### src/hw/rtl/slip_frame_decoder_crc_assert.svh
// Assertion macros for the SLIP decoder RTL.
// Expects clk and arst_n in the scope of each use.
`ifndef SLIP_FRAME_DECODER_CRC_ASSERT_SVH
`define SLIP_FRAME_DECODER_CRC_ASSERT_SVH

// Same-cycle implication, disabled during reset.
`define SFD_ASSERT_NOW(label, cond, cons, msg) \
	label: assert property (@(posedge clk) disable iff (!arst_n) (cond) |-> (cons)) \
		else $error(msg);

// Next-cycle implication, disabled during reset.
`define SFD_ASSERT_NEXT(label, cond, cons, msg) \
	label: assert property (@(posedge clk) disable iff (!arst_n) (cond) |=> (cons)) \
		else $error(msg);

`endif

### src/hw/rtl/sfd_pkg.sv
// Shared types and constants of the SLIP frame decoder.
// No dependencies.
`timescale 1ns / 1ps
`default_nettype none

package sfd_pkg;

	// SLIP codes
	localparam logic [7:0] SLIP_END     = 8'hC0;
	localparam logic [7:0] SLIP_ESC     = 8'hDB;
	localparam logic [7:0] SLIP_ESC_END = 8'hDC;
	localparam logic [7:0] SLIP_ESC_ESC = 8'hDD;

	localparam int MIN_FRAME_BYTES = 4;
	localparam int CRC_BYTES       = 2;

	// result status codes
	localparam logic [2:0] ST_CONT    = 3'd0;
	localparam logic [2:0] ST_OK      = 3'd1;
	localparam logic [2:0] ST_LEN_ERR = 3'd2;
	localparam logic [2:0] ST_ESC_ERR = 3'd3;
	localparam logic [2:0] ST_CRC_ERR = 3'd4;

	// configuration register indexes
	localparam logic [1:0] CFG_MAX_LEN   = 2'd0;
	localparam logic [1:0] CFG_CRC_POLY  = 2'd1;
	localparam logic [1:0] CFG_CRC_INIT  = 2'd2;
	localparam logic [1:0] CFG_CRC_FXOR  = 2'd3;

	// configuration reset values
	localparam logic [8:0]  MAX_LEN_RST  = 9'd256;
	localparam logic [15:0] CRC_POLY_RST = 16'h1021;
	localparam logic [15:0] CRC_INIT_RST = 16'hFFFF;
	localparam logic [15:0] CRC_FXOR_RST = 16'h0000;

	typedef struct packed {
		logic [8:0]  max_len;
		logic [15:0] poly;
		logic [15:0] init;
		logic [15:0] fxor;
	} cfg_t;

	typedef struct packed {
		logic [2:0] status;
		logic [7:0] flen;
	} res_t;

endpackage

`default_nettype wire

### src/hw/rtl/slip_frame_decoder_crc.sv
// Top level of the SLIP frame decoder with CRC16 check.
// Depends on sfd_pkg, sfd_ram, sfd_parser and the assertion macro header.
//
//  channel  | dir | handshake              | contents
//  ---------+-----+------------------------+---------------------------------
//  s_axis   | in  | tvalid / tready        | tuser action, tdata rx_byte, index
//  m_axis   | out | tvalid / tready        | tuser status, tdata length, data
//  cfg      | in  | cfg_valid / cfg_ready  | cfg_index, cfg_data (16 bits)
//
// One beat per cycle in and out while the output is not held; a result passes
// through the payload store read port (stage s1) and then the output register.
// Parse state updates in the accept cycle, so a beat may follow every cycle.
// Pipeline stage s1 plus the output register: input stalls only when both
// are full and m_axis_tready is low.
// Reset clears control state and loads the register defaults; the store is
// not cleared and needs no sweep.
`timescale 1ns / 1ps
`default_nettype none
`include "slip_frame_decoder_crc_assert.svh"

module slip_frame_decoder_crc #(
	parameter int STORE_DEPTH = 256
) (
	input  wire         clk,
	input  wire         arst_n,
	// slave side
	input  wire         s_axis_tvalid,
	output logic        s_axis_tready,
	input  wire  [15:0] s_axis_tdata,   // [7:0] rx_byte, [15:8] read_index
	input  wire         s_axis_tuser,   // [0] action
	// master side
	output logic        m_axis_tvalid,
	input  wire         m_axis_tready,
	output logic [15:0] m_axis_tdata,   // [7:0] frame_length, [15:8] read_data
	output logic [2:0]  m_axis_tuser,   // [2:0] status
	// configuration writes
	input  wire         cfg_valid,
	output logic        cfg_ready,
	input  wire  [1:0]  cfg_index,
	input  wire  [15:0] cfg_data
);

	localparam int AW = $clog2(STORE_DEPTH);

	sfd_pkg::cfg_t cfg_q;
	sfd_pkg::res_t res;

	logic          s_accept;
	logic          ram_we;
	logic [AW-1:0] ram_waddr;
	logic [7:0]    ram_wdata;
	logic          ram_re;
	logic [AW-1:0] ram_raddr;
	logic [7:0]    ram_rdata;
	logic          idx_ok;

	// stage 1: status of the beat, store data arrives this cycle
	logic          valid_s1;
	sfd_pkg::res_t res_s1;
	logic          rd_ok_s1;
	logic          s1_move;

	// output register
	logic          out_valid_q;
	logic [2:0]    out_status_q;
	logic [7:0]    out_flen_q;
	logic [7:0]    out_rdata_q;

	assign cfg_ready = 1'b1;

	always_ff @(posedge clk or negedge arst_n) begin
		if (!arst_n) begin
			cfg_q.max_len <= sfd_pkg::MAX_LEN_RST;
			cfg_q.poly    <= sfd_pkg::CRC_POLY_RST;
			cfg_q.init    <= sfd_pkg::CRC_INIT_RST;
			cfg_q.fxor    <= sfd_pkg::CRC_FXOR_RST;
		end else if (cfg_valid) begin
			unique case (cfg_index)
				sfd_pkg::CFG_MAX_LEN:  cfg_q.max_len <= cfg_data[8:0];
				sfd_pkg::CFG_CRC_POLY: cfg_q.poly    <= cfg_data;
				sfd_pkg::CFG_CRC_INIT: cfg_q.init    <= cfg_data;
				sfd_pkg::CFG_CRC_FXOR: cfg_q.fxor    <= cfg_data;
			endcase
		end
	end

	// s1 advances when the output slot is free or being drained
	assign s1_move       = valid_s1 && (!out_valid_q || m_axis_tready);
	assign s_axis_tready = !valid_s1 || s1_move;
	assign s_accept      = s_axis_tvalid && s_axis_tready;

	// read index beyond the store returns zero
	assign idx_ok    = (32'(s_axis_tdata[15:8]) < 32'(STORE_DEPTH));
	assign ram_re    = s_accept && s_axis_tuser;
	assign ram_raddr = AW'(s_axis_tdata[15:8]);

	sfd_parser #(
		.STORE_DEPTH(STORE_DEPTH)
	) u_parser (
		.clk     (clk),
		.arst_n  (arst_n),
		.accept  (s_accept),
		.action  (s_axis_tuser),
		.rx_byte (s_axis_tdata[7:0]),
		.cfg     (cfg_q),
		.res     (res),
		.we      (ram_we),
		.waddr   (ram_waddr),
		.wdata   (ram_wdata)
	);

	sfd_ram #(
		.WIDTH(8),
		.DEPTH(STORE_DEPTH)
	) u_store (
		.clk   (clk),
		.we    (ram_we),
		.waddr (ram_waddr),
		.wdata (ram_wdata),
		.re    (ram_re),
		.raddr (ram_raddr),
		.rdata (ram_rdata)
	);

	always_ff @(posedge clk or negedge arst_n) begin
		if (!arst_n) begin
			valid_s1 <= 1'b0;
		end else if (s_axis_tready) begin
			valid_s1 <= s_axis_tvalid;
		end
	end

	always_ff @(posedge clk) begin
		if (s_accept) begin
			res_s1   <= res;
			rd_ok_s1 <= s_axis_tuser && idx_ok;
		end
	end

	always_ff @(posedge clk or negedge arst_n) begin
		if (!arst_n) begin
			out_valid_q <= 1'b0;
		end else if (!out_valid_q || m_axis_tready) begin
			out_valid_q <= valid_s1;
		end
	end

	// store output holds while s1 waits: no new read is issued then
	always_ff @(posedge clk) begin
		if (s1_move) begin
			out_status_q <= res_s1.status;
			out_flen_q   <= res_s1.flen;
			out_rdata_q  <= rd_ok_s1 ? ram_rdata : 8'h00;
		end
	end

	assign m_axis_tvalid = out_valid_q;
	assign m_axis_tuser  = out_status_q;
	assign m_axis_tdata  = {out_rdata_q, out_flen_q};

	`SFD_ASSERT_NOW(a_stall_full, valid_s1 && out_valid_q && !m_axis_tready, !s_axis_tready, "input taken while pipeline full")
	`SFD_ASSERT_NEXT(a_read_lands, ram_re, valid_s1, "store read without a stage 1 beat")
	`SFD_ASSERT_NOW(a_rdata_zero, out_valid_q && (out_status_q != sfd_pkg::ST_CONT), out_rdata_q == 8'h00, "read data on a frame status beat")
	`SFD_ASSERT_NOW(a_ok_len, out_valid_q && (out_status_q == sfd_pkg::ST_OK), out_flen_q >= 8'd3, "frame ok with short length")

endmodule

`default_nettype wire

### src/hw/rtl/sfd_ram.sv
// Generic simple dual-port RAM, one write and one registered read port.
// No dependencies.
`timescale 1ns / 1ps
`default_nettype none

module sfd_ram #(
	parameter int WIDTH = 8,
	parameter int DEPTH = 256
) (
	input  wire                      clk,
	input  wire                      we,
	input  wire [$clog2(DEPTH)-1:0]  waddr,
	input  wire [WIDTH-1:0]          wdata,
	input  wire                      re,
	input  wire [$clog2(DEPTH)-1:0]  raddr,
	output logic [WIDTH-1:0]         rdata
);

	logic [WIDTH-1:0] mem_q [DEPTH];

	always_ff @(posedge clk) begin
		if (we) begin
			mem_q[waddr] <= wdata;
		end
		if (re) begin
			rdata <= mem_q[raddr];
		end
	end

endmodule

`default_nettype wire

### src/hw/rtl/sfd_parser.sv
// SLIP unescape, frame state and CRC16 tracking; drives the payload store writes.
// Depends on sfd_pkg.
`timescale 1ns / 1ps
`default_nettype none

module sfd_parser #(
	parameter int STORE_DEPTH = 256
) (
	input  wire                            clk,
	input  wire                            arst_n,
	input  wire                            accept,
	input  wire                            action,
	input  wire [7:0]                      rx_byte,
	input  wire sfd_pkg::cfg_t             cfg,
	output sfd_pkg::res_t                  res,
	output logic                           we,
	output logic [$clog2(STORE_DEPTH)-1:0] waddr,
	output logic [7:0]                     wdata
);

	localparam int AW   = $clog2(STORE_DEPTH);
	localparam int CW   = $clog2(STORE_DEPTH + 1);
	localparam int CAPW = (CW > 9) ? CW : 9;

	logic [CW-1:0] wcount_q;
	logic          in_frame_q;
	logic          esc_q;
	logic [15:0]   crc_q;
	logic [7:0]    held0_q;
	logic [7:0]    held1_q;

	logic [CW-1:0] wcount_d;
	logic          in_frame_d;
	logic          esc_d;
	logic [15:0]   crc_d;
	logic [7:0]    held0_d;
	logic [7:0]    held1_d;

	logic          do_store;
	logic [7:0]    sval;
	logic          restart;
	logic          set_frame;
	logic          full;
	logic [CAPW-1:0] cap;
	logic [CW-1:0] n_payload;
	logic [15:0]   crc_base;

	// one byte through the MSB-first shift register
	function automatic logic [15:0] crc_feed(input logic [15:0] crc_in,
		input logic [7:0] b, input logic [15:0] poly);
		logic [15:0] c;
		c = crc_in ^ {b, 8'h00};
		for (int i = 0; i < 8; i++) begin
			c = c[15] ? ({c[14:0], 1'b0} ^ poly) : {c[14:0], 1'b0};
		end
		return c;
	endfunction

	assign cap = (CAPW'(cfg.max_len) < CAPW'(STORE_DEPTH)) ? CAPW'(cfg.max_len)
		: CAPW'(STORE_DEPTH);
	assign full      = (CAPW'(wcount_q) >= cap);
	assign n_payload = wcount_q - CW'(sfd_pkg::CRC_BYTES);
	// first CRC byte starts from the init value
	assign crc_base  = (wcount_q == CW'(sfd_pkg::CRC_BYTES)) ? cfg.init : crc_q;

	always_comb begin
		do_store   = 1'b0;
		sval       = '0;
		restart    = 1'b0;
		set_frame  = 1'b0;
		esc_d      = esc_q;
		res.status = sfd_pkg::ST_CONT;
		res.flen   = '0;
		we         = 1'b0;
		waddr      = wcount_q[AW-1:0];
		wdata      = '0;
		wcount_d   = wcount_q;
		crc_d      = crc_q;
		held0_d    = held0_q;
		held1_d    = held1_q;
		in_frame_d = in_frame_q;

		priority if (action) begin
			// read: no state change
		end else if (esc_q) begin
			esc_d = 1'b0;
			if (rx_byte == sfd_pkg::SLIP_ESC_ESC) begin
				do_store = 1'b1;
				sval     = sfd_pkg::SLIP_ESC;
			end else if (rx_byte == sfd_pkg::SLIP_ESC_END) begin
				do_store = 1'b1;
				sval     = sfd_pkg::SLIP_END;
			end else begin
				restart    = 1'b1;
				res.status = sfd_pkg::ST_ESC_ERR;
			end
		end else if (rx_byte == sfd_pkg::SLIP_END) begin
			restart = 1'b1;
			if (in_frame_q && (wcount_q > CW'(sfd_pkg::MIN_FRAME_BYTES))) begin
				if ((crc_q ^ cfg.fxor) == {held0_q, held1_q}) begin
					res.status = sfd_pkg::ST_OK;
					res.flen   = (32'(n_payload) > 32'd255) ? 8'd255 : 8'(n_payload);
				end else begin
					res.status = sfd_pkg::ST_CRC_ERR;
				end
			end else begin
				set_frame = 1'b1;
			end
		end else if (rx_byte == sfd_pkg::SLIP_ESC) begin
			esc_d = 1'b1;
		end else begin
			do_store = 1'b1;
			sval     = rx_byte;
		end

		if (do_store) begin
			if (full) begin
				restart    = 1'b1;
				res.status = sfd_pkg::ST_LEN_ERR;
			end else begin
				we       = 1'b1;
				wdata    = sval;
				wcount_d = wcount_q + CW'(1);
				held0_d  = held1_q;
				held1_d  = sval;
				if (wcount_q >= CW'(sfd_pkg::CRC_BYTES)) begin
					crc_d = crc_feed(crc_base, held0_q, cfg.poly);
				end
			end
		end

		if (restart) begin
			wcount_d   = '0;
			in_frame_d = set_frame;
			esc_d      = 1'b0;
			crc_d      = cfg.init;
		end

		if (!accept) begin
			we = 1'b0;
		end
	end

	always_ff @(posedge clk or negedge arst_n) begin
		if (!arst_n) begin
			wcount_q   <= '0;
			in_frame_q <= 1'b0;
			esc_q      <= 1'b0;
			crc_q      <= sfd_pkg::CRC_INIT_RST;
			held0_q    <= '0;
			held1_q    <= '0;
		end else if (accept) begin
			wcount_q   <= wcount_d;
			in_frame_q <= in_frame_d;
			esc_q      <= esc_d;
			crc_q      <= crc_d;
			held0_q    <= held0_d;
			held1_q    <= held1_d;
		end
	end

endmodule

`default_nettype wire

### config.mk
export PLATFORM = sky130hd
export DESIGN_NAME = slip_frame_decoder_crc
export DESIGN_NICKNAME = d
export VERILOG_FILES = /design/src/hw/rtl/sfd_pkg.sv /design/src/hw/rtl/slip_frame_decoder_crc.sv /design/src/hw/rtl/sfd_ram.sv /design/src/hw/rtl/sfd_parser.sv
export VERILOG_INCLUDE_DIRS = /design/src /design/src/hw/rtl
export SDC_FILE = /design/constraint.sdc
export NUM_CORES = 2
export LEC_CHECK = 0
export CORE_ASPECT_RATIO = 0.6
export CORE_MARGIN = 2
export CORE_UTILIZATION = 50
export DETAILED_ROUTE_END_ITERATION = 16
export DONT_BUFFER_PORTS = 1
export SYNTH_ARGS = -nofsm -noshare
export SYNTH_HDL_FRONTEND = slang
export SYNTH_SLANG_ARGS = --single-unit
### constraint.sdc
create_clock -name clk -period 11.7 [get_ports clk]
set_clock_uncertainty 0.15 [all_clocks]
set_input_delay 1.17 -clock clk [delete_from_list [all_inputs] [get_ports clk]]
set_output_delay 1.17 -clock clk [all_outputs]
set_load 0.05 [all_outputs]
==> impl_metrics.toml <==
[critical_path]
setup.worst_path.start = "u_parser.wcount_q[0]"
worstSetupPathType = "reg -> reg"
path_cells = "inv_1 > ha_1 > nand2b_1 > a21o_1 > a21o_1 > a21o_1 > a21o_1 > a21o_1 > a21o_1 > a21o_1 > a21oi_1 > nand3_1 > nor2_2 > buf_4 > nand3_1 > buf_4 > nor2_1"
arrival_ns = 7.03
crit_required_ns = 12.00
reg2regPathDepth = 17
slowest_delay_ns = 0.81
start_kind = "flop"
path_common_cell = "a21o_1"
r2r_start = "u_parser.wcount_q[0]"
timing.critical_path.buf_inv = 3
critPathSlowestCell = "nand3_1"
critPathMaxFanout = 16
critPathCaptureType = "flop"
cp.depth = 17
crit_family = "simple AND/OR/NAND/NOR gates"

[power]
total_power_uw = 21200
leakage_uw = 0.0305
p_sw_frac = 0.293
max-vdd-ir-drop_mv = 0.583
seq_power_share = 0.430
p_sw_uw = 6200
power.density_nw_per_um2 = 218
p_comb_frac = 0.263
p_int_uw = 15000
power.share.clock = 0.307

[place]
place.gp.congestion = 0.840
portBuffers = 0
post-place-cells = 6321
dp_hpwl_um = 133000

[detailed_routing]
drc = 0
top_layer_used = "met5"
drt-met1-wl_um = 103000
dr_wl_met2_um = 87500
antenna_left = 1
viasPerCell = 6.37
avgRoutedWirePerCell_um = 33.4
first_iter_violations = 5798
routed_wl_um = 224000
vias = 42659
dr_wl_met3_um = 28800
dr.pass1.iters = 6

[sta]
hold_violations = 0
maxSlewHeadroom = -0.239
fin_crit_sh = 0.576
slew_viol_final = 255
hold_ws_ns = 0.0603
setup_tns_ns = 0
fmax_ghz = 0.148
rsz0062_at_grt = "false"
period_needed_ns = 6.74
worst_pin_slew_ns = 1.86
final-setup-viol-count = 0

[layout]
syn_to_final_growth_pct = 10.2
drive_gt1_frac = 0.269
post-route-util = 0.554
finalNonFillerCells = 6695
final_nets = 4229

[yosys]
syn_nets = 4223
synth.avg_cell_area_um2 = 21.1
async_flop_share = 0.0466
synth_edf_count = 2087
ys_ff_latch = 2189
syn-instance-count = 4166
yosysTopAreaCell = "edfxtp_1"
ys_types = 81
syn_area_um2 = 88000
netlist.area_leader.share = 0.712
synth_ff_type = "edfxtp_1"
ys_top_cells_by_area = "edfxtp_1 (71%), mux4_2 (17%), dfrtp_1 (1.9%), nor2_1 (1.3%), xnor2_1 (1.2%)"
yosys_warnings = 0
synth-seq-area-share = 0.741

[clock_network]
cts.sink_count = 2189
path_clk_slew_ns = 0.07
cts_made_buffers = 201
htree_num_levels = 4
clockRootBuffer = "clkbuf_16"
cts_tree = "built"
ctsLongestPathBuffers = 4
clk_latency_ns = 0.83

[status]
status = "complete, but fails checks"
violations = "antenna rules, slew limit"

[die]
initial_core_util = 0.503
chipHeight_um = 329
floorplan.io_pins = 62
dieArea_um2 = 180000
fp.dieW_um = 546
fp-row-count = 119
core_area_um2 = 175000

[global_route]
antenna_found_initial = 25
grt_pass1_vias = 40969
grt_usage = 0.251
grt.overflow.total = 0
grt_pass1_wl_um = 318000
grt_max_degree = 513

[flow_run]
max_cap_violations = 0

[worst_hold_path]
hp-class = "in -> async"
-- kinds of logic after synthesis --
logic type | synth area share
mux | 0.183
compound gates | 0.0121
flops | 0.741
other cells | 0.0000426
simple gates | 0.0328
xor+xnor | 0.0164
fa+ha+maj | 0.00242
buf+inv | 0.0120
-- path summary, 6_finish.rpt --
path / to / slack, ns
max: u_store.mem_q[74][7] / 4.96
min: cfg_q[46] / 0.06
max reg2reg: u_store.mem_q[74][7] / 4.96
min reg2reg: m_axis_tuser[2] / 0.26
max in group asynchronous: u_parser.crc_q[0] / 10.20
min in group clk: m_axis_tuser[2] / 0.26
-- power groups by stage --
| stage | clock network, uW | logic, uW | registers, uW |
|---|---|---|---|
| after global routing | 6930 | 5940 | 9130 |
| after floorplan | 0 | 4280 | 9250 |
| after detailed placement | 0 | 5440 | 9280 |
| final | 6520 | 5570 | 9110 |
| after global placement | 0 | 5400 | 9270 |
| after CTS | 6620 | 5460 | 9110 |
-- synthesized netlist by cell type, types with 7 or more instances --
master	count
nand2_1	152
inv_1	10
buf_1	62
xor2_1	29
nor2_1	299
o21ai_0	34
xnor2_1	118
nor3_1	11
edfxtp_1	2087
nand2b_4	7
mux4_2	680
and3_1	10
ha_1	17
dfrtp_1	66
nor2b_1	22
a21oi_1	22
mux2_2	57
o21ai_1	22
a22oi_1	19
dfstp_2	36
nand2b_1	16
xnor2_2	8
or3_1	8
mux2i_1	14
nand4_1	11
clkbuf_1	166
and2_1	11
nand3_1	50
a21o_1	8
buf_2	15
or2_2	9
-- cells in the final DEF (no fill, tap or decap), types with 9 or more instances in the layout --
cell and n:
edfxtp_1 2087, mux4_2 680, nor2_1 290, clkbuf_16 204
nand2_1 152, xnor2_1 118, dfrtp_1 66, mux2_2 57
nand3_1 49, buf_4 45, clkbuf_1 39, clkinv_2 37
dfstp_2 36, clkinv_1 35, o21ai_0 34, xor2_1 29
nor2b_1 22, a21oi_1 22, o21ai_1 22, bufinv_16 21
a22oi_1 19, ha_1 17, nand2b_1 16, mux2i_1 14
diode_2 13, nand4_1 11, and2_1 11, nor3_1 11
inv_1 10, and3_1 10, clkinvlp_4 10, or2_2 9
-- layer usage --
layer | vias up | GRT usage
li1 | 17166 | -
met2 | 2211 | 0.312
met3 | 278 | 0.0981
met1 | 23002 | 0.409
met4 | 2 | 0.0564
met5 | - | 0
-- state kept, by name (all words and copies together) (netlist names), 8 cells and up --
| signal | flops |
|---|---|
| u_store.mem_q | 2048 |
| u_parser.wcount_q | 9 |
| res_s1 | 11 |
| u_parser.held1_q | 8 |
| cfg_q | 57 |
| out_rdata_q | 8 |
| u_parser.held0_q | 8 |
| out_flen_q | 8 |
| u_store.rdata | 8 |
| u_parser.crc_q | 16 |
-- metrics by stage --
step                area [um^2]  setup WS [ns]
floorplan                 88000           1.60
global placement          90500           5.12
detailed placement        90500           5.02
CTS                       96900           5.01
global route              97000           4.62
finish                    97000           4.96
-- worst reg2reg max path, cell delays in order, from the launching register on --
cell,delay (ns)
dfrtp_1,0.54
inv_1,0.16
ha_1,0.31
nand2b_1,0.14
a21o_1,0.17
a21o_1,0.17
a21o_1,0.17
a21o_1,0.17
a21o_1,0.17
a21o_1,0.17
a21o_1,0.17
a21oi_1,0.25
nand3_1,0.65
nor2_2,0.63
buf_4,0.32
nand3_1,0.83
buf_4,0.53
nor2_1,0.65
-- layout make-up --
type                            instances  area, um^2
Tap cell                             2359        2950
Clock inverter                        111        1120
Inverter                               13        48.8
Timing Repair Buffer                   57         606
Multi-Input combinational cell       1710       21800
Sequential cell                      2189       65300
Fill cell                           13090       78100
Antenna cell                           13        32.5
Clock buffer                          243        5250
-- timing repair --
item	CTS	global route
hold buffers	3	0
resized for setup	0	0
setup buffers	0	0
hold endpoints to repair	67	0
Power figures use the tool's default switching activity.
